`config.mk`:
```
export PLATFORM = sky130hd
export DESIGN_NAME = compacting_list_store
export DESIGN_NICKNAME = d
export VERILOG_FILES = /design/src/hw/rtl/clst_pkg.sv /design/src/hw/rtl/compacting_list_store.sv /design/src/hw/rtl/clst_mem.sv
export SDC_FILE = /design/constraint.sdc
export NUM_CORES = 1
export LEC_CHECK = 0
export ABC_CLOCK_PERIOD_IN_PS = 7300
export BUFFER_PORTS_ARGS = -buffer_cell sky130_fd_sc_hd__buf_2
export CORE_ASPECT_RATIO = 0.7
export CORE_MARGIN = 1.5
export CORE_UTILIZATION = 45
export DETAILED_ROUTE_END_ITERATION = 16
export PLACE_DENSITY_LB_ADDON = 0.3
export SLEW_MARGIN = 25
export SYNTH_ARGS = -nofsm -noshare
export SYNTH_HDL_FRONTEND = slang
export SYNTH_SLANG_ARGS = --single-unit
```
`constraint.sdc`:
```
create_clock -name clk -period 7.3 [get_ports clk]
set_input_delay 1.46 -clock clk [delete_from_list [all_inputs] [get_ports clk]]
set_output_delay 1.46 -clock clk [all_outputs]
set_load 0.03 [all_outputs]
```
`src/hw/rtl/clst_pkg.sv`:
```
// ----------------------------------------------------------------------------
// clst_pkg
// Shared types and codes of the compacting list store: command codes,
// result status codes, read data values and the controller state type.
// ----------------------------------------------------------------------------
package clst_pkg;

  // command codes carried by an input beat
  localparam logic [1:0] CMD_APPEND = 2'd0;
  localparam logic [1:0] CMD_READ   = 2'd1;
  localparam logic [1:0] CMD_REMOVE = 2'd2;

  // result status codes
  localparam logic [1:0] STAT_OK    = 2'd0;
  localparam logic [1:0] STAT_RANGE = 2'd1;
  localparam logic [1:0] STAT_FULL  = 2'd2;

  // read data for an out-of-range read
  localparam logic signed [31:0] READ_MISS = -32'sd1;

  // read data for commands that return no word
  localparam logic signed [31:0] READ_NONE = 32'sd0;

  typedef enum logic [1:0] {
    ST_IDLE,
    ST_READ,
    ST_SHIFT
  } clst_state_t;

endpackage

```
`src/hw/rtl/compacting_list_store.sv`:
```
// ----------------------------------------------------------------------------
// compacting_list_store
// Bounded ordered list of signed 32-bit words with append, read at index and
// remove at index; remove compacts the later entries down one place.
// ----------------------------------------------------------------------------
// usage
//   input beat: in_command, in_index, in_value are taken at a rising edge
//   where start is high and busy is low.
//   result beat: out_read_data, out_status, out_entry_count are valid for
//   exactly one cycle while out_strobe is high; the receiver cannot stall,
//   so every result must be captured in that cycle.
// command flow
//   append, out-of-range commands, unused command code and removal of the
//   last entry: result in the cycle after the start beat, busy stays low, so
//   one of these can be issued every cycle.
//   read in range: busy while in ST_READ; the result is registered from the
//   registered memory read data after ST_READ.
//   remove in range: busy is high in ST_SHIFT, where the entries behind the
//   index move down one at a time, and the result comes after the last one
//   has moved; the single port pair of the entry memory moves one word per
//   cycle.
// reset
//   rst_n (synchronous) empties the list; stored words are not cleared.
// ----------------------------------------------------------------------------
module compacting_list_store
  import clst_pkg::*;
#(
  parameter int DEPTH = 16
) (
  input  logic                clk,
  input  logic                rst_n,
  input  logic                start,
  output logic                busy,
  input  logic [1:0]          in_command,
  input  logic [3:0]          in_index,
  input  logic signed [31:0]  in_value,
  output logic                out_strobe,
  output logic signed [31:0]  out_read_data,
  output logic [1:0]          out_status,
  output logic [4:0]          out_entry_count
);

  localparam int AW = $clog2(DEPTH);
  localparam int CW = $clog2(DEPTH + 1);
  localparam int XW = (CW > 4) ? CW : 4;
  localparam int OW = (CW > 5) ? CW : 5;

  clst_state_t state_r, state_nxt;

  logic [CW-1:0]      count_r, count_nxt;
  logic [AW-1:0]      ptr_r, ptr_nxt;
  logic               strobe_r, strobe_nxt;
  logic signed [31:0] rdata_out_r, rdata_out_nxt;
  logic [1:0]         status_r, status_nxt;

  logic               mem_we, mem_re;
  logic [AW-1:0]      mem_waddr, mem_raddr;
  logic signed [31:0] mem_wdata, mem_rdata;

  logic               accept;
  logic [XW-1:0]      idx_x, cnt_x;
  logic               idx_ok, is_full, rm_last, shift_more;
  logic [CW-1:0]      ptr_plus2;
  logic [OW-1:0]      cnt_o;

  // beat decode
  assign accept     = start && !busy;
  assign idx_x      = XW'(in_index);
  assign cnt_x      = XW'(count_r);
  assign idx_ok     = idx_x < cnt_x;
  assign is_full    = count_r == CW'(DEPTH);
  assign rm_last    = (idx_x + XW'(1)) == cnt_x;
  assign ptr_plus2  = CW'(ptr_r) + CW'(2);
  assign shift_more = ptr_plus2 < count_r;

  // next state
  always_comb begin
    state_nxt = state_r;
    case (state_r)
      ST_IDLE: begin
        if (accept && idx_ok) begin
          if (in_command == CMD_READ) begin
            state_nxt = ST_READ;
          end else if (in_command == CMD_REMOVE && !rm_last) begin
            state_nxt = ST_SHIFT;
          end
        end
      end
      ST_READ: begin
        state_nxt = ST_IDLE;
      end
      ST_SHIFT: begin
        if (!shift_more) begin
          state_nxt = ST_IDLE;
        end
      end
      default: begin
        state_nxt = ST_IDLE;
      end
    endcase
  end

  // memory control and busy
  always_comb begin
    busy      = 1'b0;
    mem_we    = 1'b0;
    mem_waddr = count_r[AW-1:0];
    mem_wdata = in_value;
    mem_re    = 1'b0;
    mem_raddr = idx_x[AW-1:0];
    case (state_r)
      ST_IDLE: begin
        if (accept) begin
          if (in_command == CMD_APPEND && !is_full) begin
            mem_we = 1'b1;
          end else if (in_command == CMD_READ && idx_ok) begin
            mem_re = 1'b1;
          end else if (in_command == CMD_REMOVE && idx_ok && !rm_last) begin
            mem_re    = 1'b1;
            mem_raddr = AW'(idx_x + XW'(1));
          end
        end
      end
      ST_READ: begin
        busy = 1'b1;
      end
      ST_SHIFT: begin
        // move one word down; fetch the next one behind it
        busy      = 1'b1;
        mem_we    = 1'b1;
        mem_waddr = ptr_r;
        mem_wdata = mem_rdata;
        mem_re    = shift_more;
        mem_raddr = ptr_plus2[AW-1:0];
      end
      default: begin
        busy = 1'b1;
      end
    endcase
  end

  // datapath and result next values
  always_comb begin
    count_nxt     = count_r;
    ptr_nxt       = ptr_r;
    strobe_nxt    = 1'b0;
    rdata_out_nxt = rdata_out_r;
    status_nxt    = status_r;
    case (state_r)
      ST_IDLE: begin
        ptr_nxt = idx_x[AW-1:0];
        if (accept) begin
          strobe_nxt    = 1'b1;
          rdata_out_nxt = READ_NONE;
          status_nxt    = STAT_OK;
          case (in_command)
            CMD_APPEND: begin
              if (is_full) begin
                status_nxt = STAT_FULL;
              end else begin
                count_nxt = count_r + CW'(1);
              end
            end
            CMD_READ: begin
              if (idx_ok) begin
                strobe_nxt = 1'b0;
              end else begin
                rdata_out_nxt = READ_MISS;
                status_nxt    = STAT_RANGE;
              end
            end
            CMD_REMOVE: begin
              if (!idx_ok) begin
                status_nxt = STAT_RANGE;
              end else if (rm_last) begin
                count_nxt = count_r - CW'(1);
              end else begin
                strobe_nxt = 1'b0;
              end
            end
            default: begin
            end
          endcase
        end
      end
      ST_READ: begin
        strobe_nxt    = 1'b1;
        rdata_out_nxt = mem_rdata;
        status_nxt    = STAT_OK;
      end
      ST_SHIFT: begin
        ptr_nxt = ptr_r + AW'(1);
        if (!shift_more) begin
          strobe_nxt    = 1'b1;
          rdata_out_nxt = READ_NONE;
          status_nxt    = STAT_OK;
          count_nxt     = count_r - CW'(1);
        end
      end
      default: begin
      end
    endcase
  end

  // control registers
  always_ff @(posedge clk) begin
    if (!rst_n) begin
      state_r  <= ST_IDLE;
      count_r  <= '0;
      strobe_r <= 1'b0;
    end else begin
      state_r  <= state_nxt;
      count_r  <= count_nxt;
      strobe_r <= strobe_nxt;
    end
  end

  // payload registers
  always_ff @(posedge clk) begin
    ptr_r       <= ptr_nxt;
    rdata_out_r <= rdata_out_nxt;
    status_r    <= status_nxt;
  end

  clst_mem #(
    .DEPTH (DEPTH),
    .AW    (AW)
  ) u_mem (
    .clk   (clk),
    .we    (mem_we),
    .waddr (mem_waddr),
    .wdata (mem_wdata),
    .re    (mem_re),
    .raddr (mem_raddr),
    .rdata (mem_rdata)
  );

  // result beat
  assign cnt_o           = OW'(count_r);
  assign out_strobe      = strobe_r;
  assign out_read_data   = rdata_out_r;
  assign out_status      = status_r;
  assign out_entry_count = cnt_o[4:0];

  // count never passes capacity
  a_count_bound: assert property (@(posedge clk) disable iff (!rst_n)
    count_r <= CW'(DEPTH))
    else $error("entry count above capacity");

  // an in-range read always returns its beat right after ST_READ
  a_read_result: assert property (@(posedge clk) disable iff (!rst_n)
    state_r == ST_READ |=> out_strobe)
    else $error("read result missing");

  // shift never reads the entry it is overwriting
  a_shift_addr: assert property (@(posedge clk) disable iff (!rst_n)
    (state_r == ST_SHIFT && mem_re) |-> mem_raddr != mem_waddr)
    else $error("shift read and write collide");

  // no result while a shift still has words to move
  a_shift_quiet: assert property (@(posedge clk) disable iff (!rst_n)
    (state_r == ST_SHIFT && shift_more) |=> !out_strobe)
    else $error("early result during shift");

  // count moves by at most one per cycle
  a_count_step: assert property (@(posedge clk) disable iff (!rst_n)
    ##1 (count_r == $past(count_r) ||
         count_r == CW'($past(count_r) + CW'(1)) ||
         count_r == CW'($past(count_r) - CW'(1))))
    else $error("count jumped");

endmodule

```
`src/hw/rtl/clst_mem.sv`:
```
// ----------------------------------------------------------------------------
// clst_mem
// Entry storage: one write port and one read port, read data registered.
// Contents are undefined until written.
// ----------------------------------------------------------------------------
module clst_mem
  import clst_pkg::*;
#(
  parameter int DEPTH = 16,
  parameter int AW    = 4
) (
  input  logic                 clk,
  input  logic                 we,
  input  logic [AW-1:0]        waddr,
  input  logic signed [31:0]   wdata,
  input  logic                 re,
  input  logic [AW-1:0]        raddr,
  output logic signed [31:0]   rdata
);

  logic signed [31:0] mem [DEPTH];

  // write port
  always_ff @(posedge clk) begin
    if (we) begin
      mem[waddr] <= wdata;
    end
  end

  // registered read port
  always_ff @(posedge clk) begin
    if (re) begin
      rdata <= mem[raddr];
    end
  end

endmodule
```
After elaboration in Yosys (flattened, before gate mapping)
Memory sizes are Yosys's and may differ from the RTL's. A register that Yosys moved wholly into a read port is not among the register bits.
Cells that the tools add are included.
W data, S select, Z words.

storage, ports and cells
  bits in writable memories = 512
  latch bits = 0
  memories kept = 1
  register bits = 46
  word-level logic and storage cells = 93
  output and inout bits = 41
  input bits = 41
  memory bits (read-only) = 0

cells by class
  bitwise gates (word level) = 0
  shift-type cells = 0
  reductions and logical operators = 17
  multiplexer cells = 48
  multipliers = 0
  divide/modulo/power cells = 0
  $lt $le $gt $ge = 2
  $add $sub $neg = 5
  equal/unequal tests = 14

memories
  name       words  width  read ports  clocked after Yosys merged registers in  write ports  RTL line        RTL
  u_mem.mem  16     32     1           1                                        1            clst_mem.sv:21  logic signed [31:0] mem [DEPTH];

operators with widths
  cell                   count
  $mux W32               5
  $pmux W32 S3           1
  $mux W5                5
  $mux W4                5
  $pmux W5 S2            2
  $pmux W4 S2            2
  $mux W1                15
  $mux W2                6
  $ne A3 B3 Y1 const B   3
  $pmux W2 S2            2
  $logic_and A1 B1 Y1    7
  $reduce_and A7 Y1      1
  $ne A3 B1 Y1 const B   2
  $pmux W1 S2            3
  $pmux W2 S3            1
  $reduce_and A3 Y1      2
  $add A4 B1 Y5 const B  1
  $add A4 B2 Y5 const B  1
  $add A5 B1 Y5 const B  1
  $eq A5 B5 Y1           1
  $eq A5 B5 Y1 const B   1
  $lt A4 B5 Y1           1
  $lt A5 B5 Y1           1
  $sub A5 B1 Y5 const B  1
  11 further kinds       16

Logic depth before layout (Yosys ltp)
  word-level depth = 9
  gate-level depth with buffers = 13
  depth with buffers taken out = 10

Cells and area by module
From an unflattened synthesis, not the netlist that was laid out.

second synthesis, totals
  cells, all modules = 1129
  area, all modules = 23337.4 µm²

modules (own cells, without submodules)
  module                 cells an instance  times used  sequential area each (µm²)  area each (µm²)
  clst_mem               838                1           16335.7                     20155.6
  compacting_list_store  291                1           1301.2                      3181.8

Worst setup path before layout
OpenSTA, ideal clock, no wires.

  path type = input -> register
  start = input port in_index[0]
  end = register u_mem.rdata[0] (read register of u_mem.mem) (enable)
  setup time = 0.466 ns
  stages on the path = 6
  path buffers = 0
  arrival time = 4.776 ns
  data required time = 6.834 ns
  setup slack = 2.059 ns
  cells stage by stage = ha_1 > and3b_1 > o31a_1 > o2111ai_2 > a21oi_1 > o21ai_0

on the way
  longest elaborated chain between the ends = 9
  elaborated cells on any way between the ends = 17
  classes of those cells = 1 x add/sub; 1 x order compare; 1 x eq/ne; 10 x mux; 4 x reduce/logical

ends and longest elaborated chain
  item                 RTL line                      RTL
  start, declared      compacting_list_store.sv:35   input logic [3:0] in_index,
  $add A4 B1 Y5        compacting_list_store.sv:120  mem_raddr = AW'(idx_x + XW'(1));
  $eq A5 B5 Y1         compacting_list_store.sv:72   assign rm_last = (idx_x + XW'(1)) == cnt_x;
  $logic_not A1 Y1     compacting_list_store.sv:118  end else if (in_command == CMD_REMOVE && idx_ok && !rm_last) begin
  $logic_and A1 B1 Y1  compacting_list_store.sv:118
  $mux W1              compacting_list_store.sv:118
  $mux W1 *            compacting_list_store.sv:116  end else if (in_command == CMD_READ && idx_ok) begin
  $mux W1 *            compacting_list_store.sv:114  if (in_command == CMD_APPEND && !is_full) begin
  $mux W1 *            compacting_list_store.sv:113  if (accept) begin
  $pmux W1 S2 *        compacting_list_store.sv:111  case (state_r)
  via mem_re           compacting_list_store.sv:56   logic mem_we, mem_re;
  end, declared        clst_mem.sv:18                output logic signed [31:0] rdata

Mark *: on every way through the listed nets, which the timed path passes. The rest lies on a longest branch.
A chain may end at the register's enable or synchronous reset.

Final worst setup path
  start = input port in_index[0]
  end = register u_mem.rdata[20] (read register of u_mem.mem), data pin

on the way
  longest elaborated chain between the ends = 9
  elaborated cells on any way between the ends = 17
  classes of those cells = 1 x add/sub; 1 x order compare; 1 x eq/ne; 10 x mux; 4 x reduce/logical

ends and longest elaborated chain
  item                                        RTL line
  $add A4 B1 Y5                               compacting_list_store.sv:120
  $eq A5 B5 Y1                                compacting_list_store.sv:72
  $logic_not A1 Y1                            compacting_list_store.sv:118
  $logic_and A1 B1 Y1                         compacting_list_store.sv:118
  $mux W4 or $mux W1 (tied branches)          compacting_list_store.sv:118
  $mux W4 or $mux W1 (tied branches)          compacting_list_store.sv:116
  $mux W4 or $mux W1 (tied branches)          compacting_list_store.sv:114
  $mux W4 or $mux W1 (tied branches)          compacting_list_store.sv:113
  $pmux W4 S2 or $pmux W1 S2 (tied branches)  compacting_list_store.sv:111

Several ways; a longest one is shown, not always the timed one.

==> flow_metrics.env <==
export IMPL_gp_congestion=0.832
export IMPL_initialDrtViolationCount=1637
export IMPL_finalCriticalPeriod_ns=5.02
export IMPL_yosysWarnings=0
export IMPL_die_area_mm2=0.0570
export IMPL_ys_flop_type="edfxtp_1"
export IMPL_nets=1629
export IMPL_hold_viol=0
export IMPL_cts_buffers=56
export IMPL_fill_cells=4473
export IMPL_dpl_hpwl_mm=31.1
export IMPL_synth_xor_area_share_pct=0.456
export IMPL_synth_simple_area_share_pct=5.77
export IMPL_tns_ns=0
export IMPL_grtUsageTotal_pct=21.9
export IMPL_synth_seq_cells=590
export IMPL_crit_fanout=59
export IMPL_cap_violations=0
export IMPL_setup_viol=0
export IMPL_synth_compound_area_share_pct=12.8
export IMPL_cts_tree="yes"
export IMPL_netlist_top_cells_area="edfxtp_1 70%, a2111o_1 5.7%, mux2i_1 5.2%"
export IMPL_overflow=0
export IMPL_mostFrequentLayoutCells="582 x edfxtp_1, 133 x and2_1, 130 x mux2i_1"
export IMPL_drive_gt1_share_pct=16.5
export IMPL_viasPerCell=6.17
export IMPL_crit_required_ns=7.76
export IMPL_status="finished, final reports clean"
export IMPL_chipHeight_um=200
export IMPL_syn2layout_area_growth_pct=12.2
export IMPL_clock_path_buffers=3
export IMPL_avgRoutedWirePerCell_um=26.9
export IMPL_syn_instance_count=1519
export IMPL_final_max_slew_violation_count=0
export IMPL_htreeDepth=2
export IMPL_synth_seq_area_share_pct=70.6
export IMPL_p_per_area_mw_per_mm2=297
export IMPL_layout_cells_non_filler=2350
export IMPL_yosysTopAreaCell="edfxtp_1"
export IMPL_hold_path_class="register to register"
export IMPL_cp_end_kind="register"
export IMPL_cellLeakagePower_nw=9.47
export IMPL_postCtsSetupRepairBufs=0
export IMPL_coreArea_mm2=0.0550
export IMPL_synth_area_mm2=0.0250
export IMPL_finClkSkew_ns=0.0128
export IMPL_post_cts_resized=0
export IMPL_synth_top_area_share_pct=70.0
export IMPL_dr_pass1_iters=5
export IMPL_start_kind="primary input"
export IMPL_drt_total_wl_mm=63.1
export IMPL_cts_sinks=590
export IMPL_num_vias=14500
export IMPL_port_buffers=81
export IMPL_syn_nets=1581
export IMPL_worstMarginPinSlew_ns=1.07
export IMPL_detail_route_antenna_nets=0
export IMPL_grt_pass1_wl_mm=93.9
export IMPL_synth_mux_area_share_pct=6.74
export IMPL_place_inst=2247
export IMPL_fin_total_pwr_mw=8.32
export IMPL_cts_root_buf="clkbuf_16"
export IMPL_rsz0062_at_grt="false"
export IMPL_grt_max_degree=257
export IMPL_synth_top_family_by_area="compound AO/OA/AOI/OAI gates"
export IMPL_rows=72
export IMPL_antenna_cells=0
export IMPL_drc_errors=0
export IMPL_grt_pass1_vias=14500
export IMPL_clk_pin_slew_ns=0.06
export IMPL_layout_commonest_cell="edfxtp_1"
export IMPL_synth_edf_count=582
export IMPL_fmax_mhz=199
export IMPL_ios=82
export IMPL_critPathArrivalTime_ns=5.48
export IMPL_fp_dieW_um=285
export IMPL_antenna_found_initial=0
export IMPL_cts_hold_buf=0
export IMPL_timing_slew_headroom_pct=28.3
export IMPL_irDropWorstVdd_mv=0.202
export IMPL_period_share_pct=68.7
export IMPL_synthAdderAreaFrac_pct=1.05
export IMPL_yosysUniqueCellTypes=57
export IMPL_initial_core_util_pct=45.4
export IMPL_path_class="primary input to register"
export IMPL_clkLatencyLatePin_ns=0.61
export IMPL_avgSynthCellArea_um2=16.4
export IMPL_synthArstFlopShare_pct=0
## flip-flops by register name, summed over array words and instances (netlist names)
name / cells
u_mem.rdata: 32
state_r: 2
out_entry_count: 5
u_mem.mem: 512
out_strobe: 1
out_status: 2
ptr_r: 4
out_read_data: 32
## power breakdown
part | total, mW | switching [mW] | internal, mW
logic | 1.53 | 1.02 | 0.504
clock network | 2.79 | 1.25 | 1.54
registers | 4.00 | 0.0536 | 3.95
## metrics by stage
| step | hold WS (ns) | utilization, % | area [µm²] | setup slack [ns] |
|---|---|---|---|---|
| finish | 0.539 | 50.9 | 28000 | 2.28 |
| global route | 0.554 | 50.9 | 28000 | 2.20 |
| CTS | 0.537 | 50.8 | 28000 | 2.39 |
| detailed placement | 0.532 | 47.7 | 26200 | 1.76 |
| global placement | 0.521 | 47.6 | 26200 | 1.90 |
| floorplan | 0.515 | - | 25000 | 2.06 |
## layout make-up
class	instances	area, µm²	share of cell area, %
clock buffers	66	1460	5.21
clock inverters	35	268	0.956
multi-input cells	783	6890	24.6
well taps	740	926	3.30
repair buffers	117	764	2.73
flip-flops and latches	590	17600	63.0
inverters	19	71.3	0.255
## cell usage after synthesis, types with 2 or more instances
master	count
o2111ai_1	2
o211ai_1	4
nand4_1	34
mux2i_1	130
and2_1	134
xnor2_1	10
a21oi_1	10
nor4_1	3
edfxtp_1	582
nand2b_1	4
a22oi_1	2
nand2_1	10
o21a_1	2
o21ai_0	11
a31oi_1	3
a41oi_1	2
mux2_2	34
ha_1	21
xor2_1	3
a21o_1	34
and3_1	3
nor2b_1	4
buf_4	18
nor2_1	29
o211a_1	2
buf_2	31
inv_1	18
o32ai_1	3
dfxtp_1	8
nor3_1	7
a221oi_1	127
o21ai_1	3
clkbuf_1	77
a2111o_1	127
and3b_1	3
nand3_1	2
or2_2	2
## worst max-delay path, stage by stage
cell and delay, ns:
buf_2 0.15, ha_1 0.27, and2_1 0.20, o21ai_1 0.23
o2111ai_2 0.22, a311oi_1 0.88, or3_4 0.80, buf_4 0.50
a221oi_1 0.16, a2111o_1 0.42, nand4_1 0.11
## cell families after synthesis
family / after synthesis
flops: 590
compound gates: 343
simple gates: 242
mux: 164
buf+inv: 146
fa+ha+maj: 21
xor+xnor: 13
## worst paths after layout
path                      start           endpoint  slack, ns  depth (start not counted)
min reg2reg     u_mem.rdata[29]  out_read_data[29]       0.54                          1
min             u_mem.rdata[29]  out_read_data[29]       0.54                          1
max reg2reg  out_entry_count[1]    u_mem.rdata[20]       2.61                         11
max                 in_index[0]    u_mem.rdata[20]       2.28                         11
## routing by layer
layer  part of all wire (%)  GRT usage [%]
met1                     45           32.4
met2                     46           33.4
met3                    6.3           3.64
met4                    2.3           6.08
met5                      0              0
(Power assumes the default switching activity.)
